[src/gspc_pkg.sv]
// ----------------------------------------------------------------------------
// gspc_pkg
// Shared types, constants and exp table helpers for the splat compositor.
// ----------------------------------------------------------------------------
package gspc_pkg;

    // default sizes handed to the top level parameters
    localparam int unsigned EXP_ENTRIES_DEF = 256;
    localparam int unsigned QUEUE_DEPTH_DEF = 4;

    // fixed point constants
    localparam logic [16:0] T_ONE     = 17'h10000;   // 1.0 in Q1.16
    localparam logic [15:0] ALPHA_CAP = 16'd64881;   // 0.99 in Q0.16
    localparam logic [15:0] ALPHA_MIN = 16'd258;     // smallest alpha with alpha*255 >= 2^16
    localparam logic [16:0] T_MIN     = 17'd7;       // smallest T with T*10000 >= 2^16
    localparam logic [17:0] ACC_MAX   = 18'h3FFFF;
    localparam logic [15:0] OUT_MAX   = 16'hFFFF;
    localparam int unsigned Q_FRAC    = 28;          // q range covered by the exp table

    // configuration register indexes
    typedef enum logic [1:0] {
        CFG_BG_RED   = 2'd0,
        CFG_BG_GREEN = 2'd1,
        CFG_BG_BLUE  = 2'd2
    } gspc_cfg_index_t;

    // back part sequencer
    typedef enum logic [1:0] {
        BK_IDLE,
        BK_BLEND,
        BK_FINISH
    } gspc_bk_state_t;

    // background color
    typedef struct packed {
        logic [15:0] red;
        logic [15:0] green;
        logic [15:0] blue;
    } gspc_bg_t;

    // splat fields carried along the front pipeline
    typedef struct packed {
        logic [15:0] opacity;
        logic [15:0] color_red;
        logic [15:0] color_green;
        logic [15:0] color_blue;
        logic        last;
    } gspc_side_t;

    // classified splat handed from front to back
    typedef struct packed {
        logic        skip;
        logic [15:0] alpha;
        logic [15:0] color_red;
        logic [15:0] color_green;
        logic [15:0] color_blue;
        logic        last;
    } gspc_item_t;

    // per-entry ratio exp(-8/N) in Q31 from a 13 term series
    function automatic logic [63:0] gspc_exp_ratio(input logic [63:0] step);
        logic [63:0]        term;
        logic signed [63:0] r;
        term = 64'd1 << 31;
        r    = 64'sd1 <<< 31;
        for (int n = 1; n <= 12; n++) begin
            term = ((term * step) >> 31) / 64'(n);
            if ((n % 2) == 1) begin
                r = r - $signed(term);
            end else begin
                r = r + $signed(term);
            end
        end
        if (r < 0) begin
            r = 64'sd0;
        end
        return $unsigned(r);
    endfunction

    // table entry k: ratio^k in Q31, rounded to Q1.16
    function automatic logic [16:0] gspc_exp_entry(input int unsigned k,
                                                   input logic [63:0] ratio);
        logic [63:0] e;
        e = 64'd1 << 31;
        for (int unsigned i = 0; i < k; i++) begin
            e = (e * ratio) >> 31;
        end
        return 17'((e + (64'd1 << 14)) >> 15);
    endfunction

endpackage

[src/gspc_queue.sv]
// ----------------------------------------------------------------------------
// gspc_queue
// Small register queue between the evaluation pipeline and the blender.
// ----------------------------------------------------------------------------
module gspc_queue #(
    parameter int unsigned DEPTH = gspc_pkg::QUEUE_DEPTH_DEF
) (
    input  logic                 aclk,
    input  logic                 aresetn,
    input  logic                 in_valid,
    output logic                 in_ready,
    input  gspc_pkg::gspc_item_t in_item,
    output logic                 out_valid,
    input  logic                 out_pop,
    output gspc_pkg::gspc_item_t out_item
);
    import gspc_pkg::*;

    localparam int unsigned PW = $clog2(DEPTH);
    localparam int unsigned CW = $clog2(DEPTH + 1);

    gspc_item_t    mem_reg [DEPTH];
    logic [PW-1:0] wr_ptr_reg, rd_ptr_reg;
    logic [CW-1:0] count_reg;
    logic          push, pop;

    assign in_ready  = (count_reg != CW'(DEPTH));
    assign out_valid = (count_reg != '0);
    assign push      = in_valid && in_ready;
    assign pop       = out_pop && out_valid;
    assign out_item  = mem_reg[rd_ptr_reg];

    // pointers and fill count
    always_ff @(posedge aclk) begin
        if (!aresetn) begin
            wr_ptr_reg <= '0;
            rd_ptr_reg <= '0;
            count_reg  <= '0;
        end else begin
            if (push) begin
                wr_ptr_reg <= (wr_ptr_reg == PW'(DEPTH - 1)) ? '0 : wr_ptr_reg + 1'b1;
            end
            if (pop) begin
                rd_ptr_reg <= (rd_ptr_reg == PW'(DEPTH - 1)) ? '0 : rd_ptr_reg + 1'b1;
            end
            if (push && !pop) begin
                count_reg <= count_reg + 1'b1;
            end else if (pop && !push) begin
                count_reg <= count_reg - 1'b1;
            end
        end
    end

    // storage
    always_ff @(posedge aclk) begin
        if (push) begin
            mem_reg[wr_ptr_reg] <= in_item;
        end
    end

endmodule

[config.mk]
export PLATFORM = sky130hd
export DESIGN_NAME = gspc_queue
export DESIGN_NICKNAME = d
export VERILOG_FILES = /design/src/gspc_pkg.sv /design/src/gspc_queue.sv
export SDC_FILE = /design/constraint.sdc
export NUM_CORES = 1
export LEC_CHECK = 0
export BUFFER_PORTS_ARGS = -buffer_cell sky130_fd_sc_hd__buf_2
export CAP_MARGIN = 20
export CORE_MARGIN = 8
export CORE_UTILIZATION = 57
export DETAILED_ROUTE_END_ITERATION = 10
export GPL_TIMING_DRIVEN = 0
export PLACE_DENSITY = 0.83
export SETUP_SLACK_MARGIN = 0.4
export SLEW_MARGIN = 20
export SYNTH_ARGS = -nofsm -noshare
export SYNTH_HDL_FRONTEND = slang
export SYNTH_SLANG_ARGS = --single-unit
[constraint.sdc]
create_clock -name aclk -period 3 [get_ports aclk]
set_input_delay 0 -clock aclk [delete_from_list [all_inputs] [get_ports aclk]]
set_output_delay 0 -clock aclk [all_outputs]
set_load 0.02 [all_outputs]
Yosys cells after proc, flatten, opt, wreduce, memory -nomap -nowiden
Memory sizes are Yosys's and may differ from the RTL's. A register that Yosys moved wholly into a read port is not among the register bits.
Index checks and enable logic that the tools add are counted.
- register bits: 7
- RAM bits: 264
- bits of input ports: 70
- word-level logic and storage cells: 27
- memories: 1
- memories (memory ; depth ; width ; read ports ; clocked after memory_dff ; write ports ; RTL line ; RTL):
    mem_reg ; 4 ; 66 ; 1 ; 1 ; 1 ; gspc_queue.sv:22 ; gspc_item_t mem_reg [DEPTH];
- add/subtract/negate cells: 4
- eq/ne operators: 3
- muxes and demuxes: 8
- reductions and logical operators: 8
- operator list (cell ; count):
    2-bit two-way mux ; 4
    3-bit two-way mux ; 2
    2-bit by 1-bit adder with 2-bit output (second input constant) ; 2
    2-bit == test (second input constant) ; 2
    1-bit logical AND ; 4
    3-bit by 1-bit adder with 3-bit output (second input constant) ; 1
    3-bit inequality test (second input constant) ; 1
    3-bit nonzero test ; 1
    3-bit by 1-bit subtractor with 3-bit output (second input constant) ; 1
    1-bit zero test ; 2
    1-bit two-way mux ; 2
    2-bit nonzero test ; 1

Logic depth before layout (Yosys ltp)
- word-level depth: 6
- depth in mapped cells: 9
- depth with buffers taken out: 8

Worst setup path before layout
OpenSTA, ideal clock, no wires.
- path type: flip-flop to flip-flop
- start point: register count_reg[0]
- end point: register count_reg[2]
- arrival: 2.128 ns
- slack: 0.796 ns
- cell stages (with the launch flop): 8
- path buffers: 0
- clock period less this slack: 2.204 ns
- cells stage by stage: dfxtp_1 o31ai_1 ha_1 inv_1 fa_1 xor2_1 or3_2 a21boi_0
- word-level cells in the longest chain between the ends: 5
- elaborated cells between the ends (all ways): 13
- classes of those cells: add/sub: 2; eq/ne: 1; mux: 2; reduce/logical: 8
- ends and longest elaborated chain (element ; RTL line ; RTL):
    start, declared ; gspc_queue.sv:24 ; logic [CW-1:0] count_reg;
    start signal, assigned ; gspc_queue.sv:47 ; count_reg <= count_reg + 1'b1;
    start signal, assigned ; gspc_queue.sv:49 ; count_reg <= count_reg - 1'b1;
    parallel branches: the longest is 5 deep, another holds 3-bit by 1-bit subtractor with 3-bit output ; n/a ;
Several ways; the timed one is not identified. The select of a mux whose other input is x is not followed.
A chain may end at the register's enable or synchronous reset.

Worst setup path after layout
- start point: register count_reg[1]
- end point: register count_reg[2]
The elaborated chain is that of the path after synthesis.

==> impl_metrics.toml <==
[final_layout]
drive_gt1_share_pct = 40.7
layout.cells.non_filler = 883
most-common-layout-cells = "edfxtp_1 (264), buf_2 (144), dlygate4sd3_1 (70), mux4_2 (66), clkbuf_16 (27)"
regArea_um2 = 8110
mostFrequentLayoutCell = "edfxtp_1"
multi_input_area_um2 = 1790
area_delta_synth_final_pct = 27.5
num-nets-final = 712
largest_reg_flops = 264
post-route-util_pct = 74.0
n_fill_cell = 907

[grt]
antenna_found_initial = 1
grt_max_degree = 46
use_met2_pct = 31.1
grt_first_pass_wirelength_mm = 30.3
use_met3_pct = 4.04
use_met1_pct = 22.1
grt_usage_pct = 17.9
grt_pass1_vias = 5558
grt_overflow = 0
grt.busiest_layer = "met2"

[sta]
layout_min_cycle_time_ps = 2440
maxSlewViolCount = 0
rsz0062_at_grt = "no"
timing.setup.tns_ps = 0
fin_crit_sh_pct = 81.3
setup_viol = 0
fin_worst_skew_ps = 17.1
relSlewSlack_pct = 53.9
hold_viol = 0
timing.fmax_mhz = 410
worstMarginPinSlew_ps = 692

[pwr]
p_leak_uw = 0.00439
peakVddDrop_mv = 0.726
p_per_area_nw_per_um2 = 857

[route]
antenna_left = 0
drc = 0
drtIter0Drc = 295
routed_wl_mm = 19.6
viasPerCell = 5.60
wl_per_cell_um = 22.3
vias = 4945
dr.pass1.iters = 4

[place]
place_inst = 761
portBuffers = 137
hpwl_mm = 11.6
gp_congestion = 0.710

[worst_setup_path]
critPathRequiredTime_ps = 3450
worst-endpoint-arrival_ps = 2890
start_kind = "flop"
critPathKind = "reg2reg"
worstPathMaxFanout = 5
cp-end-kind = "flop"

[synthesis]
synth_cell_types = 27
avgSynthCellArea_um2 = 25.3
syn_nets = 472
yosys.area.top_type = "edfxtp_1"
synth_cells = 395
yosysTopAreaCellShare_pct = 79.3
synth_seq_area_share_pct = 81.1
synthFlopType = "edfxtp_1"
synth_edf_count = 264
synthesis.area_um2 = 10000
synth_warnings = 0
yosys-top-cells-area = "edfxtp_1 (79%), mux4_2 (15%), dfxtp_1 (1.8%), ha_1 (0.75%), buf_6 (0.56%)"
synth-seq-cells = 273
async_reset_ff_share_pct = 0

[clock_tree]
cts_root_buffer = "clkbuf_16"
insertion_delay_ps = 530
cts.clk_slew.worst_paths_ps = 60
cts.sinks = 273
cts_made_buffers = 27
cts_buffer_depth = 3
ctsHtreeMaxLevel = 1
cts_tree = "done"

[floorplanning]
die_w_um = 148
die_h_um = 148
num_rows = 48
die_area_um2 = 22000
start_util_pct = 58.0
ios = 138
core_area_um2 = 17200

[hold_path]
hp-class = "in2reg"

[flow_run]
maxCapViolCount = 0

[run_status]
status = "completed"
## worst paths after layout
check	startpoint	end	slack, ps	cells past startpoint
max reg2reg	count_reg[1]	count_reg[2]	560	7
min reg2reg	wr_ptr_reg[1]	wr_ptr_reg[1]	530	2
max	count_reg[1]	count_reg[2]	560	7
min	in_item[0]	mem_reg[0][0]	230	2
## metal layers
layer / vias up / part of all wire, %
li1: 2173 / -
met1: 2577 / 40
met2: 168 / 52
met3: 27 / 6.2
met4: 0 / 1.6
met5: - / 0
## kinds of logic (layout without fill, tap and decap cells)
group | count (synthesis) | in the layout | synth area share, %
DFF | 273 | 273 | 81.1
muxes | 68 | 68 | 15.1
and+or+nand+nor | 20 | 20 | 1.18
buffers and inverters | 19 | 280 | 1.21
adders and majority gates | 7 | 7 | 0.951
AOI/OAI and AO/OA | 6 | 6 | 0.350
xor gates and xnor gates | 2 | 2 | 0.175
other | 0 | 2 | 0
## power by group
group	leakage (uW)	switching (uW)	internal [uW]	total, uW
logic	0.00143	1460	1120	2580
clock network	0.000460	1350	2240	3600
registers	0.00249	131	4620	4750
## critical path, cell delays in order (launching register included)
cell	delay (ps)
dfxtp_1	380
o31ai_2	470
ha_1	290
inv_1	60
fa_1	380
xor2_1	190
or3_2	410
a21boi_0	170
## layout make-up
| cell class | count | share of cell area, % |
|---|---|---|
| inverters | 3 | 0.0883 |
| flip-flops and latches | 273 | 63.6 |
| diodes | 2 | 0.0393 |
| repair buffers | 211 | 11.6 |
| well taps | 225 | 2.21 |
| clock buffers | 30 | 5.39 |
| plain buffers | 16 | 0.864 |
| multi-input cells | 103 | 14.1 |
| clock inverters | 20 | 2.15 |
## timing repair
| action | 4_1_cts | 5_1_grt |
|---|---|---|
| hold buffers | 70 | 0 |
| buffers inserted | 0 | 0 |
| hold endpoints to repair | 271 | 0 |
| setup endpoints to repair | 0 | 1 |
| gates resized for setup | 0 | 1 |
## metrics by stage
step	total power [uW]	cell area [um2]	setup slack (ps)	hold WS [ps]
floorplan	6500	10000	796	98.9
global placement	7230	11000	460	208
detailed placement	7350	11100	512	218
CTS	11000	12700	516	200
global route	11400	12700	422	213
finish	10900	12700	562	226
## synth_stat cells, types with 2 or more instances
cell type and number:
edfxtp_1 264, mux4_2 66, dfxtp_1 9, buf_2 7, ha_1 6, buf_6 5
nand2_1 5, and3_2 4, clkbuf_1 3, inv_1 3, o21ai_0 3, mux2i_1 2
nand3_1 2, nor2_1 2, or3_2 2
Note: power is estimated with default switching activity, not from simulation.
